$ cat src/rtl/first_fit_block_allocator_macros.svh
// Assertion macros shared by the allocator RTL.
// No dependencies; included by the files that carry assertions.
`ifndef FIRST_FIT_BLOCK_ALLOCATOR_MACROS_SVH
`define FIRST_FIT_BLOCK_ALLOCATOR_MACROS_SVH

// Same-cycle implication, disabled while reset is asserted
`define FFBA_ASSERT_IMP(label, clk, rstn, ante, cons) \
    label: assert property (@(posedge clk) disable iff (!(rstn)) (ante) |-> (cons)) \
        else $error("ffba assertion failed");

// Next-cycle implication, disabled while reset is asserted
`define FFBA_ASSERT_NXT(label, clk, rstn, ante, cons) \
    label: assert property (@(posedge clk) disable iff (!(rstn)) (ante) |=> (cons)) \
        else $error("ffba assertion failed");

`endif

$ cat src/rtl/ffba_pkg.sv
// Shared types and codes of the first-fit block allocator.
// No dependencies.
package ffba_pkg;

    localparam int LEN_W = 20;
    localparam int OFS_W = 20;

    localparam logic CMD_ALLOC = 1'b0;
    localparam logic CMD_FREE  = 1'b1;

    typedef enum logic [1:0] {
        ST_OK        = 2'd0,
        ST_BAD_SIZE  = 2'd1,
        ST_NO_SPACE  = 2'd2,
        ST_NOT_FOUND = 2'd3
    } status_t;

    typedef struct packed {
        logic             command;
        logic [LEN_W-1:0] request_size;
        logic [OFS_W-1:0] payload_offset;
    } req_t;

    typedef struct packed {
        status_t          status;
        logic [OFS_W-1:0] granted_offset;
    } rsp_t;

endpackage

$ cat src/rtl/ffba_table.sv
// Block table memory: one write port, one read port with registered data.
// Depends on nothing; entries hold {header start, payload length}.
module ffba_table #(
    parameter int DEPTH = 64,
    parameter int AW    = 6,
    parameter int DW    = 40
) (
    input  logic          aclk,
    input  logic          we,
    input  logic [AW-1:0] waddr,
    input  logic [DW-1:0] wdata,
    input  logic [AW-1:0] raddr,
    output logic [DW-1:0] rdata
);

    logic [DW-1:0] mem [DEPTH];

    // Write one entry per cycle
    always_ff @(posedge aclk) begin
        if (we) begin
            mem[waddr] <= wdata;
        end
    end

    // Register the read data
    always_ff @(posedge aclk) begin
        rdata <= mem[raddr];
    end

endmodule

$ cat src/rtl/ffba_ctrl.sv
// Request sequencer: scans the table, then shifts entries where needed to insert or remove.
// Depends on ffba_pkg, ffba_table and the allocator macro header.
`include "first_fit_block_allocator_macros.svh"
module ffba_ctrl
    import ffba_pkg::*;
#(
    parameter int POOL_BYTES   = 1048576,
    parameter int MAX_BLOCKS   = 64,
    parameter int HEADER_BYTES = 24
) (
    input  logic aclk,
    input  logic aresetn,
    input  logic s_valid,
    output logic s_ready,
    input  req_t s_req,
    output logic res_valid,
    input  logic res_ready,
    output rsp_t res
);

    localparam int SW = $clog2(POOL_BYTES);
    localparam int EW = SW + 1;
    localparam int NW = ((EW > OFS_W + 1) ? EW : OFS_W + 1) + 1;
    localparam int IW = $clog2(MAX_BLOCKS);
    localparam int CW = $clog2(MAX_BLOCKS + 1);
    localparam int DW = SW + LEN_W;

    typedef enum logic [6:0] {
        S_IDLE     = 7'b0000001,
        S_SCAN_RD  = 7'b0000010,
        S_SCAN_CMP = 7'b0000100,
        S_SHIFT_RD = 7'b0001000,
        S_SHIFT_WR = 7'b0010000,
        S_PUT      = 7'b0100000,
        S_DONE     = 7'b1000000
    } state_t;

    state_t           state_reg, state_next;
    logic             cmd_reg, cmd_next;
    logic [LEN_W-1:0] size_reg, size_next;
    logic [OFS_W-1:0] poff_reg, poff_next;
    logic [NW-1:0]    need_reg, need_next;
    logic [NW-1:0]    prev_end_reg, prev_end_next;
    logic [CW-1:0]    idx_reg, idx_next;
    logic [CW-1:0]    pos_reg, pos_next;
    logic [CW-1:0]    count_reg, count_next;
    rsp_t             rsp_reg, rsp_next;

    logic             mem_we;
    logic [IW-1:0]    mem_waddr;
    logic [DW-1:0]    mem_wdata;
    logic [IW-1:0]    mem_raddr;
    logic [DW-1:0]    mem_rdata;

    logic [NW-1:0]    hdr;
    logic [NW-1:0]    pool;
    logic [NW-1:0]    need_in;
    logic [NW-1:0]    start_ext;
    logic [NW-1:0]    end_next;
    logic [NW-1:0]    grant_sum;
    logic [CW-1:0]    shift_src;
    logic             fit_gap;
    logic             fit_tail;
    logic             hit_free;

    ffba_table #(
        .DEPTH (MAX_BLOCKS),
        .AW    (IW),
        .DW    (DW)
    ) u_table (
        .aclk  (aclk),
        .we    (mem_we),
        .waddr (mem_waddr),
        .wdata (mem_wdata),
        .raddr (mem_raddr),
        .rdata (mem_rdata)
    );

    // Address arithmetic on the entry just read
    assign hdr       = NW'(HEADER_BYTES);
    assign pool      = NW'(POOL_BYTES);
    assign need_in   = NW'(s_req.request_size) + hdr;
    assign start_ext = NW'(mem_rdata[DW-1:LEN_W]);
    assign end_next  = start_ext + hdr + NW'(mem_rdata[LEN_W-1:0]);
    assign fit_gap   = start_ext >= (prev_end_reg + need_reg);
    assign fit_tail  = (prev_end_reg + need_reg) <= pool;
    assign hit_free  = (start_ext + hdr) == NW'(poff_reg);
    assign grant_sum = prev_end_reg + hdr;
    assign shift_src = (cmd_reg == CMD_FREE) ? (idx_reg + CW'(1)) : (idx_reg - CW'(1));

    // Sequencer
    always_comb begin
        state_next    = state_reg;
        cmd_next      = cmd_reg;
        size_next     = size_reg;
        poff_next     = poff_reg;
        need_next     = need_reg;
        prev_end_next = prev_end_reg;
        idx_next      = idx_reg;
        pos_next      = pos_reg;
        count_next    = count_reg;
        rsp_next      = rsp_reg;
        mem_we        = 1'b0;
        mem_waddr     = idx_reg[IW-1:0];
        mem_wdata     = mem_rdata;
        mem_raddr     = idx_reg[IW-1:0];
        s_ready       = 1'b0;
        res_valid     = 1'b0;

        unique case (state_reg)
            S_IDLE: begin
                s_ready = 1'b1;
                if (s_valid) begin
                    cmd_next      = s_req.command;
                    size_next     = s_req.request_size;
                    poff_next     = s_req.payload_offset;
                    need_next     = need_in;
                    prev_end_next = '0;
                    idx_next      = '0;
                    rsp_next      = '{status: ST_OK, granted_offset: '0};
                    state_next    = S_SCAN_RD;
                    if (s_req.command == CMD_ALLOC) begin
                        if (s_req.request_size == '0 || need_in > pool) begin
                            rsp_next.status = ST_BAD_SIZE;
                            state_next      = S_DONE;
                        end else if (count_reg == CW'(MAX_BLOCKS)) begin
                            rsp_next.status = ST_NO_SPACE;
                            state_next      = S_DONE;
                        end
                    end
                end
            end
            S_SCAN_RD: begin
                // End of table: append or report
                if (idx_reg == count_reg) begin
                    if (cmd_reg == CMD_FREE) begin
                        rsp_next.status = ST_NOT_FOUND;
                        state_next      = S_DONE;
                    end else if (fit_tail) begin
                        rsp_next.granted_offset = grant_sum[OFS_W-1:0];
                        pos_next                = count_reg;
                        state_next              = S_PUT;
                    end else begin
                        rsp_next.status = ST_NO_SPACE;
                        state_next      = S_DONE;
                    end
                end else begin
                    state_next = S_SCAN_CMP;
                end
            end
            S_SCAN_CMP: begin
                if (cmd_reg == CMD_ALLOC) begin
                    if (fit_gap) begin
                        rsp_next.granted_offset = grant_sum[OFS_W-1:0];
                        pos_next                = idx_reg;
                        idx_next                = count_reg;
                        state_next              = S_SHIFT_RD;
                    end else begin
                        prev_end_next = end_next;
                        idx_next      = idx_reg + CW'(1);
                        state_next    = S_SCAN_RD;
                    end
                end else if (hit_free) begin
                    if ((idx_reg + CW'(1)) < count_reg) begin
                        state_next = S_SHIFT_RD;
                    end else begin
                        count_next = count_reg - CW'(1);
                        state_next = S_DONE;
                    end
                end else begin
                    idx_next   = idx_reg + CW'(1);
                    state_next = S_SCAN_RD;
                end
            end
            S_SHIFT_RD: begin
                mem_raddr  = shift_src[IW-1:0];
                state_next = S_SHIFT_WR;
            end
            S_SHIFT_WR: begin
                // Move the neighbor entry into the slot at idx
                mem_we = 1'b1;
                if (cmd_reg == CMD_ALLOC) begin
                    idx_next = idx_reg - CW'(1);
                    if ((idx_reg - CW'(1)) == pos_reg) begin
                        state_next = S_PUT;
                    end else begin
                        state_next = S_SHIFT_RD;
                    end
                end else begin
                    idx_next = idx_reg + CW'(1);
                    if ((idx_reg + CW'(2)) < count_reg) begin
                        state_next = S_SHIFT_RD;
                    end else begin
                        count_next = count_reg - CW'(1);
                        state_next = S_DONE;
                    end
                end
            end
            S_PUT: begin
                mem_we     = 1'b1;
                mem_waddr  = pos_reg[IW-1:0];
                mem_wdata  = {prev_end_reg[SW-1:0], size_reg};
                count_next = count_reg + CW'(1);
                state_next = S_DONE;
            end
            S_DONE: begin
                res_valid = 1'b1;
                if (res_ready) begin
                    state_next = S_IDLE;
                end
            end
            default: begin
                state_next = S_IDLE;
            end
        endcase
    end

    assign res = rsp_reg;

    // Control state
    always_ff @(posedge aclk) begin
        if (!aresetn) begin
            state_reg <= S_IDLE;
            count_reg <= '0;
        end else begin
            state_reg <= state_next;
            count_reg <= count_next;
        end
    end

    // Working registers
    always_ff @(posedge aclk) begin
        cmd_reg      <= cmd_next;
        size_reg     <= size_next;
        poff_reg     <= poff_next;
        need_reg     <= need_next;
        prev_end_reg <= prev_end_next;
        idx_reg      <= idx_next;
        pos_reg      <= pos_next;
        rsp_reg      <= rsp_next;
    end

    `FFBA_ASSERT_IMP(a_count_bound, aclk, aresetn, 1'b1, count_reg <= CW'(MAX_BLOCKS))
    `FFBA_ASSERT_IMP(a_write_states, aclk, aresetn, mem_we, state_reg == S_SHIFT_WR || state_reg == S_PUT)
    `FFBA_ASSERT_IMP(a_put_is_ok, aclk, aresetn, state_reg == S_PUT, rsp_reg.status == ST_OK)
    `FFBA_ASSERT_IMP(a_scan_in_table, aclk, aresetn, state_reg == S_SCAN_RD, idx_reg <= count_reg)
    `FFBA_ASSERT_NXT(a_idle_holds_count, aclk, aresetn, state_reg == S_IDLE, $stable(count_reg))

endmodule

$ cat src/rtl/first_fit_block_allocator.sv
// A bad size or a full table is reported without a table walk. Otherwise the request
// scans the table entry by entry up to a fit, a match or the table end, shifts entries
// where needed to open or close a slot, writes any new entry and hands the result to the
// output register. One request at a time, taken again as soon as the result moves to the
// output register; the walk over the block table sets the rate.
// Reset (aresetn low, synchronous) empties the table and drops any pending result.
module first_fit_block_allocator
    import ffba_pkg::*;
#(
    parameter int POOL_BYTES   = 1048576,
    parameter int MAX_BLOCKS   = 64,
    parameter int HEADER_BYTES = 24
) (
    input  logic aclk,
    input  logic aresetn,
    input  logic s_valid,
    output logic s_ready,
    input  req_t s_req,
    output logic m_valid,
    input  logic m_ready,
    output rsp_t m_rsp
);

    logic res_valid;
    logic res_ready;
    rsp_t res;
    logic m_valid_reg;
    rsp_t m_rsp_reg;

    ffba_ctrl #(
        .POOL_BYTES   (POOL_BYTES),
        .MAX_BLOCKS   (MAX_BLOCKS),
        .HEADER_BYTES (HEADER_BYTES)
    ) u_ctrl (
        .aclk      (aclk),
        .aresetn   (aresetn),
        .s_valid   (s_valid),
        .s_ready   (s_ready),
        .s_req     (s_req),
        .res_valid (res_valid),
        .res_ready (res_ready),
        .res       (res)
    );

    // Take a result beat when the output slot is empty or draining
    assign res_ready = !m_valid_reg || m_ready;

    always_ff @(posedge aclk) begin
        if (!aresetn) begin
            m_valid_reg <= 1'b0;
        end else if (res_ready) begin
            m_valid_reg <= res_valid;
        end
    end

    // Hold the payload until the beat is taken
    always_ff @(posedge aclk) begin
        if (res_ready && res_valid) begin
            m_rsp_reg <= res;
        end
    end

    assign m_valid = m_valid_reg;
    assign m_rsp   = m_rsp_reg;

endmodule
$ cat config.mk
export PLATFORM = sky130hd
export DESIGN_NAME = first_fit_block_allocator
export DESIGN_NICKNAME = d
export VERILOG_FILES = /design/src/rtl/ffba_pkg.sv /design/src/rtl/ffba_table.sv /design/src/rtl/ffba_ctrl.sv /design/src/rtl/first_fit_block_allocator.sv
export VERILOG_INCLUDE_DIRS = /design/src /design/src/rtl
export SDC_FILE = /design/constraint.sdc
export NUM_CORES = 2
export LEC_CHECK = 0
export BUFFER_PORTS_ARGS = -buffer_cell sky130_fd_sc_hd__buf_2
export CAP_MARGIN = 30
export CORE_MARGIN = 3
export CORE_UTILIZATION = 35
export DETAILED_ROUTE_END_ITERATION = 8
export PLACE_DENSITY_LB_ADDON = 0.25
export SYNTH_ARGS = -nofsm -noshare
export SYNTH_HDL_FRONTEND = slang
export SYNTH_HIERARCHICAL = 1
export SYNTH_SLANG_ARGS = --single-unit
export TNS_END_PERCENT = 10
$ cat constraint.sdc
create_clock -name aclk -period 7.5 [get_ports aclk]
set_clock_uncertainty 0.05 [all_clocks]
set_input_delay 1.125 -clock aclk [delete_from_list [all_inputs] [get_ports aclk]]
set_output_delay 1.125 -clock aclk [all_outputs]
set_load 0.01 [all_outputs]
* After elaboration in Yosys (flattened, before gate mapping)
Memories as Yosys holds them, arrays and structs flattened. A register that Yosys moved wholly into a read port is not among the register bits. Cells that the tools add are included.
Cells by class: eq/ne operators 26, magnitude comparators 5, add/sub/neg operators 10, reductions and logical operators 20, muxes and demuxes 59
Operators by type and width (count):
- 7-bit two-way mux | 28
- 22-bit two-way mux | 5
- 20-bit two-way mux | 4
- 20-bit case mux with 3 select lines | 1
- 7-bit case mux with 7 select lines | 1
- 22-bit case mux with 2 select lines | 1
- 20-bit by 5-bit adder with 21-bit output (second input constant) | 2
- 7-bit case mux with 3 select lines | 2
- 40-bit two-way mux | 1
- 22-bit by 20-bit adder with 22-bit output | 1
- 22-bit adder | 1
- 22-bit by 20-bit equality test with 1-bit output | 1
- 20-bit by 22-bit >= comparator with 1-bit output | 1
- 22-bit by 21-bit greater-than comparator with 1-bit output (second input constant) | 1
- 22-bit by 21-bit less-or-equal comparator with 1-bit output (second input constant) | 1
- 20-bit by 5-bit adder with 20-bit output (second input constant) | 1
- 20-bit logical NOT | 1
- 6-bit two-way mux | 3
- 7-bit by 1-bit adder with 7-bit output (second input constant) | 2
- 7-bit equality test | 2
- 7-bit equality test (second input constant) | 2
- 7-bit < comparator | 2
- 2-bit inequality test (second input constant) | 7
- 7-bit case mux with 2 select lines | 1
- 26 further kinds | 48
Storage, ports and cells: logic and storage cells 135, output and inout bits 24, flip-flop bits (word level) 158, memory bits (writable) 2560, input bits 45, memories 1
Memories:
- u_ctrl.u_table.mem | words 64, width 40, read ports 1, clocked after memory_dff 1, wr ports 1, line ffba_table.sv:16 | logic [DW-1:0] mem [DEPTH];

* Depth between registers and ports, before layout
depth after elaboration 7, depth in mapped cells 17, gate-level depth less buffers 17

* By module
The synthesis kept the hierarchy.
By module, submodules not included:
- ffba_table | times used 1, area an instance 97853.8 sq um, cells each 4195, sequential area each 77674.5 sq um
- ffba_ctrl | times used 1, area an instance 10356.2 sq um, cells each 1067, sequential area each 3793.6 sq um
- first_fit_block_allocator | times used 1, area an instance 718.2 sq um, cells each 27, sequential area each 680.7 sq um

* Least setup slack after synthesis
No wires, ideal clock.
path type register to register, start point register u_ctrl.prev_end_reg[8], end point register u_ctrl.prev_end_reg[0], enable pin, clock period less this slack 5.593 ns, data arrival time 5.111 ns, path buffers 0, setup time 0.432 ns, cell stages (with the launch flop) 16, path slack 1.907 ns, data required time 7.018 ns, cells stage by stage edfxtp_1 > ha_1 > a21o_1 > a2111oi_0 > a211oi_1 > or2_2 > a211o_1 > xnor2_1 > ha_1 > a21o_1 > a21o_1 > a21oi_1 > o221ai_1 > o21ai_0 > nand2_1 > o21ai_0
On the way: word-level cells in the longest chain between the ends 4
RTL lines:
- start: declaration | line ffba_ctrl.sv:43 | logic [NW-1:0] prev_end_reg, prev_end_next;
- start signal: assignment | line ffba_ctrl.sv:237 | prev_end_reg <= prev_end_next;
- 22-bit adder | line ffba_ctrl.sv:85 | assign fit_gap = start_ext >= (prev_end_reg + need_reg);
- 20-bit by 22-bit >= comparator with 1-bit output | line ffba_ctrl.sv:85
- 2-bit inequality test (no source line)
- 4-bit AND reduction (no source line)
Every way passes these cells. A chain may end at the register's enable or synchronous reset.

* Final worst setup path
start point register u_ctrl.state_reg[1], end point register u_ctrl.u_table.rdata[31], read port of u_ctrl.u_table.mem
On the way: word-level cells in the longest chain between the ends 2
RTL lines:
- start: declaration | line ffba_ctrl.sv:38 | state_t state_reg, state_next;
- start signal: assignment | line ffba_ctrl.sv:226 | state_reg <= state_next;
- 7-bit by 4-bit equality test with 1-bit output | line ffba_ctrl.sv:110 | unique case (state_reg)
- 6-bit two-way mux | line ffba_ctrl.sv:110
- via u_ctrl.mem_raddr[2] | line ffba_ctrl.sv:52 | logic [IW-1:0] mem_raddr;
- end: declaration | line ffba_table.sv:13 | output logic [DW-1:0] rdata
The timed path passes the listed nets, and every way through them passes these cells.

==> results.md <==
* Status: complete, no violations
* Die Area at 318,000 sq um
* Final setup vio count at 0
* H-tree levels at 5
* Antenna violations before repair at 11
* Clk Latency, worst-skew pair at 850 ps
* Min Hold Slack at between 300 and 400 ps
* Asr flop ratio synth at 0%
* Crit path time final at 5430 ps
* I/O Pins at between 60 and 70
* EDFF count, synth at 2,699
* Largest net degree at the start of global routing at 107
* Peak supply drop at 237 uV
* DRT Wirelength at 303 mm
* Number of setup buffers added after CTS at 0
* Hold Vio Cnt, Final at 0
* Achievable Freq at 184 MHz
* Ys flop type: edfxtp_1
* Vias in the first global route at 55,987
* Worst Tran Pin Value at ~1200 ps
* Max-slew violation count at 0
* WS Path Type: flip-flop to flip-flop
* Switching share of power at 29.6%
* Highest Signal Layer: met5
* Int Pwr at 30.5 mW
* DRC Markers at 0
* Clock slew at reported path FFs at 60 ps
* Worst Path Max Fanout at 36
* ANT nets after route at 0
* Placer Congestion at 0.871
* Routed wl met2 at between 100 and 150 mm
* PortBufs at 68
* Hold Crit Class: flip-flop to flip-flop
* FF-to-FF Start: u_ctrl/state_reg[1]$_SDFFE_PN0P_
* WL met3 at 19.1 mm
* Largest Register: u_ctrl/u_table/mem
* WL/cell at 30.5 um
* Crit share post-route at 72.3%
* Logic gate share of total power at 21.6%
* Root buffer cell: clkbuf_16
* Crit start category: flip-flop
* Yosys warnings at 6
* Net switching power at 12.8 mW
* Total gr overflow at 0
* Core footprint at 309,000 sq um
* Clk buf depth at 4
* Unique cell type count in the Yosys netlist at 74
* Hold path start: u_ctrl/res[2]$_SDFFCE_PN0P_
* Layout cell share with drive strength beyond 1 at between 20% and 30%
* Row count at roughly 200
* # hold bufs at CTS at 0
* Slew Limit Headroom at 21.4%
* Mapped Area at 109,000 sq um
* HPWL Detailed at between 150 and 200 mm
* CTS tree: done
* First drt pass iteration count at 6
* RSZ-0062 raised after global routing: false
* Routed vias at between 50,000 and 60,000
* Area of placed instances at 116,000 sq um
* Setup ws final at 2070 ps
* Post-CTS sizing at 0
* Post-Synthesis Cells at 5,289
* Crit end category: flip-flop
* Pleak at between 30 and 40 nW
* Worst slack at placement at 1750 ps
* Sequential share of the synthesized area at 75.4%
* Fin nets at between 5,000 and 6,000
* Die height at 564 um
* Setup TNS at 0 ps
* Vias per cell at 5.55
* 1st-iter DRT viols at 6,086
* Largest register FFs at between 2,000 and 3,000
* Regs by FF count: u_ctrl/u_table/mem (2560), u_ctrl/u_table/rdata (40)
* Synthesized flop and latch total at 2,754
* First-pass GRT wire length at 431 mm
* Sink Count at 2,754
* Reg power frac at 45.9%
* Clock share of power at between 30 and 40%
* Num CTS Buffers at 300
* Mean Syn Cell Area at 20.6 sq um
* Synthesized Nets at 5,425
* Worst Path Arrival at just over 6000 ps
* Synth-to-Final Area Change at 14.8%
* WL met1 at about 130 mm
* Power density over cell area at 347 nW/um^2
* Design area at between 100,000 and 150,000 sq um
* DIE WIDTH at 564 um
* Initial Utilization at 35.2%
* GRT Overall Usage at between 10% and 20%
* Critical path startpoint: u_ctrl/state_reg[1]$_SDFFE_PN0P_
* MaxCap Viol Count at 0
* Worst path required time at 8250 ps
cells in the final DEF (no fill, tap or decap), types with 55 or more instances in the layout:
cell	n
clkinv_1	55
dfxtp_1	55
mux2_2	75
clkbuf_1	72
xnor2_1	70
nor2_1	123
buf_4	174
a21oi_1	125
edfxtp_1	2699
nor2_4	62
mux2i_1	123
mux4_2	608
o22ai_1	149
ha_1	88
buf_2	79
xor2_1	61
clkbuf_16	303
nand2_1	83
o21ai_0	57
metal layers:
| metal | up-vias | GRT usage [%] |
|---|---|---|
| li1 | 22808 | - |
| met1 | 29998 | 27.3 |
| met2 | 2003 | 29.5 |
| met3 | 421 | 2.62 |
| met4 | 2 | 5.75 |
| met5 | - | 0 |
kinds of logic after synthesis:
kind of cell    after synthesis  share of synthesized area (%)
fa+ha+maj                    91                           1.07
buf+inv                     318                           1.45
xor+xnor                    137                           1.11
simple gates                560                           2.61
flops                      2754                           75.4
compound gates              615                           3.79
mux                         814                           14.6
power groups by stage:
| stage | Sequential [mW] | Clock, mW | Combinational, mW |
|---|---|---|---|
| after detailed placement | 20.2 | 0 | 9.42 |
| after floorplan | 19.8 | 0 | 5.67 |
| after global routing | 19.9 | 15.0 | 10.1 |
| final | 19.9 | 14.1 | 9.36 |
| after CTS | 19.9 | 14.4 | 9.45 |
| after global placement | 20.2 | 0 | 9.13 |
final timing paths:
path / end / slack [ps] / depth (start not counted)
worst max-delay path: u_ctrl/u_table/rdata[31]$_DFF_P_ / 2070 / 13
worst min-delay path: m_rsp[2]$_DFFE_PP_ / 370 / 0
worst max register to register: u_ctrl/u_table/rdata[31]$_DFF_P_ / 2070 / 13
worst min register to register: m_rsp[2]$_DFFE_PP_ / 370 / 0
critical path, stage by stage, from the launching register on:
cell	delay, ps
dfxtp_1	340
nor3_1	330
nor3b_1	270
and3b_1	560
nand2_1	190
xnor2_2	270
buf_4	360
buf_4	570
or3_1	740
buf_4	390
o22ai_1	160
nor4_1	640
buf_2	290
o22a_1	150
per-stage QoR:
stage	instances	power, mW	util [%]
finish	9949	43.4	40.4
global route	9945	45.0	40.4
CTS	9940	43.7	40.4
detailed placement	9416	29.6	37.4
global placement	9385	29.3	37.2
floorplan	5289	25.5	-
cell type report:
class | count | area [sq um]
inverter | 41 | 154
timing repair buffer | 288 | 2420
antenna | 5 | 12.5
clock buffer | 378 | 7890
multi-input combinational | 2217 | 25800
sequential | 2754 | 82100
clock inverter | 146 | 1370
fill | 27366 | 184000
tap | 4120 | 5150
cells in the mapped netlist, types with 40 or more instances:
library cell / instances / area [sq um]
edfxtp_1: 2699 / 81000
mux4_2: 608 / 13700
nor2_1: 185 / 694
o22ai_1: 149 / 932
a21oi_1: 125 / 626
mux2i_1: 123 / 1230
clkbuf_1: 108 / 405
buf_2: 92 / 460
ha_1: 88 / 1100
nand2_1: 86 / 323
mux2_2: 83 / 935
xnor2_1: 75 / 657
o21ai_0: 61 / 305
xor2_1: 61 / 534
dfxtp_1: 55 / 1100
buf_4: 54 / 405
o221ai_1: 45 / 394
nor4_1: 44 / 275
nand3_1: 41 / 205
inv_1: 40 / 150
Note: power is estimated with default switching activity, not from simulation.
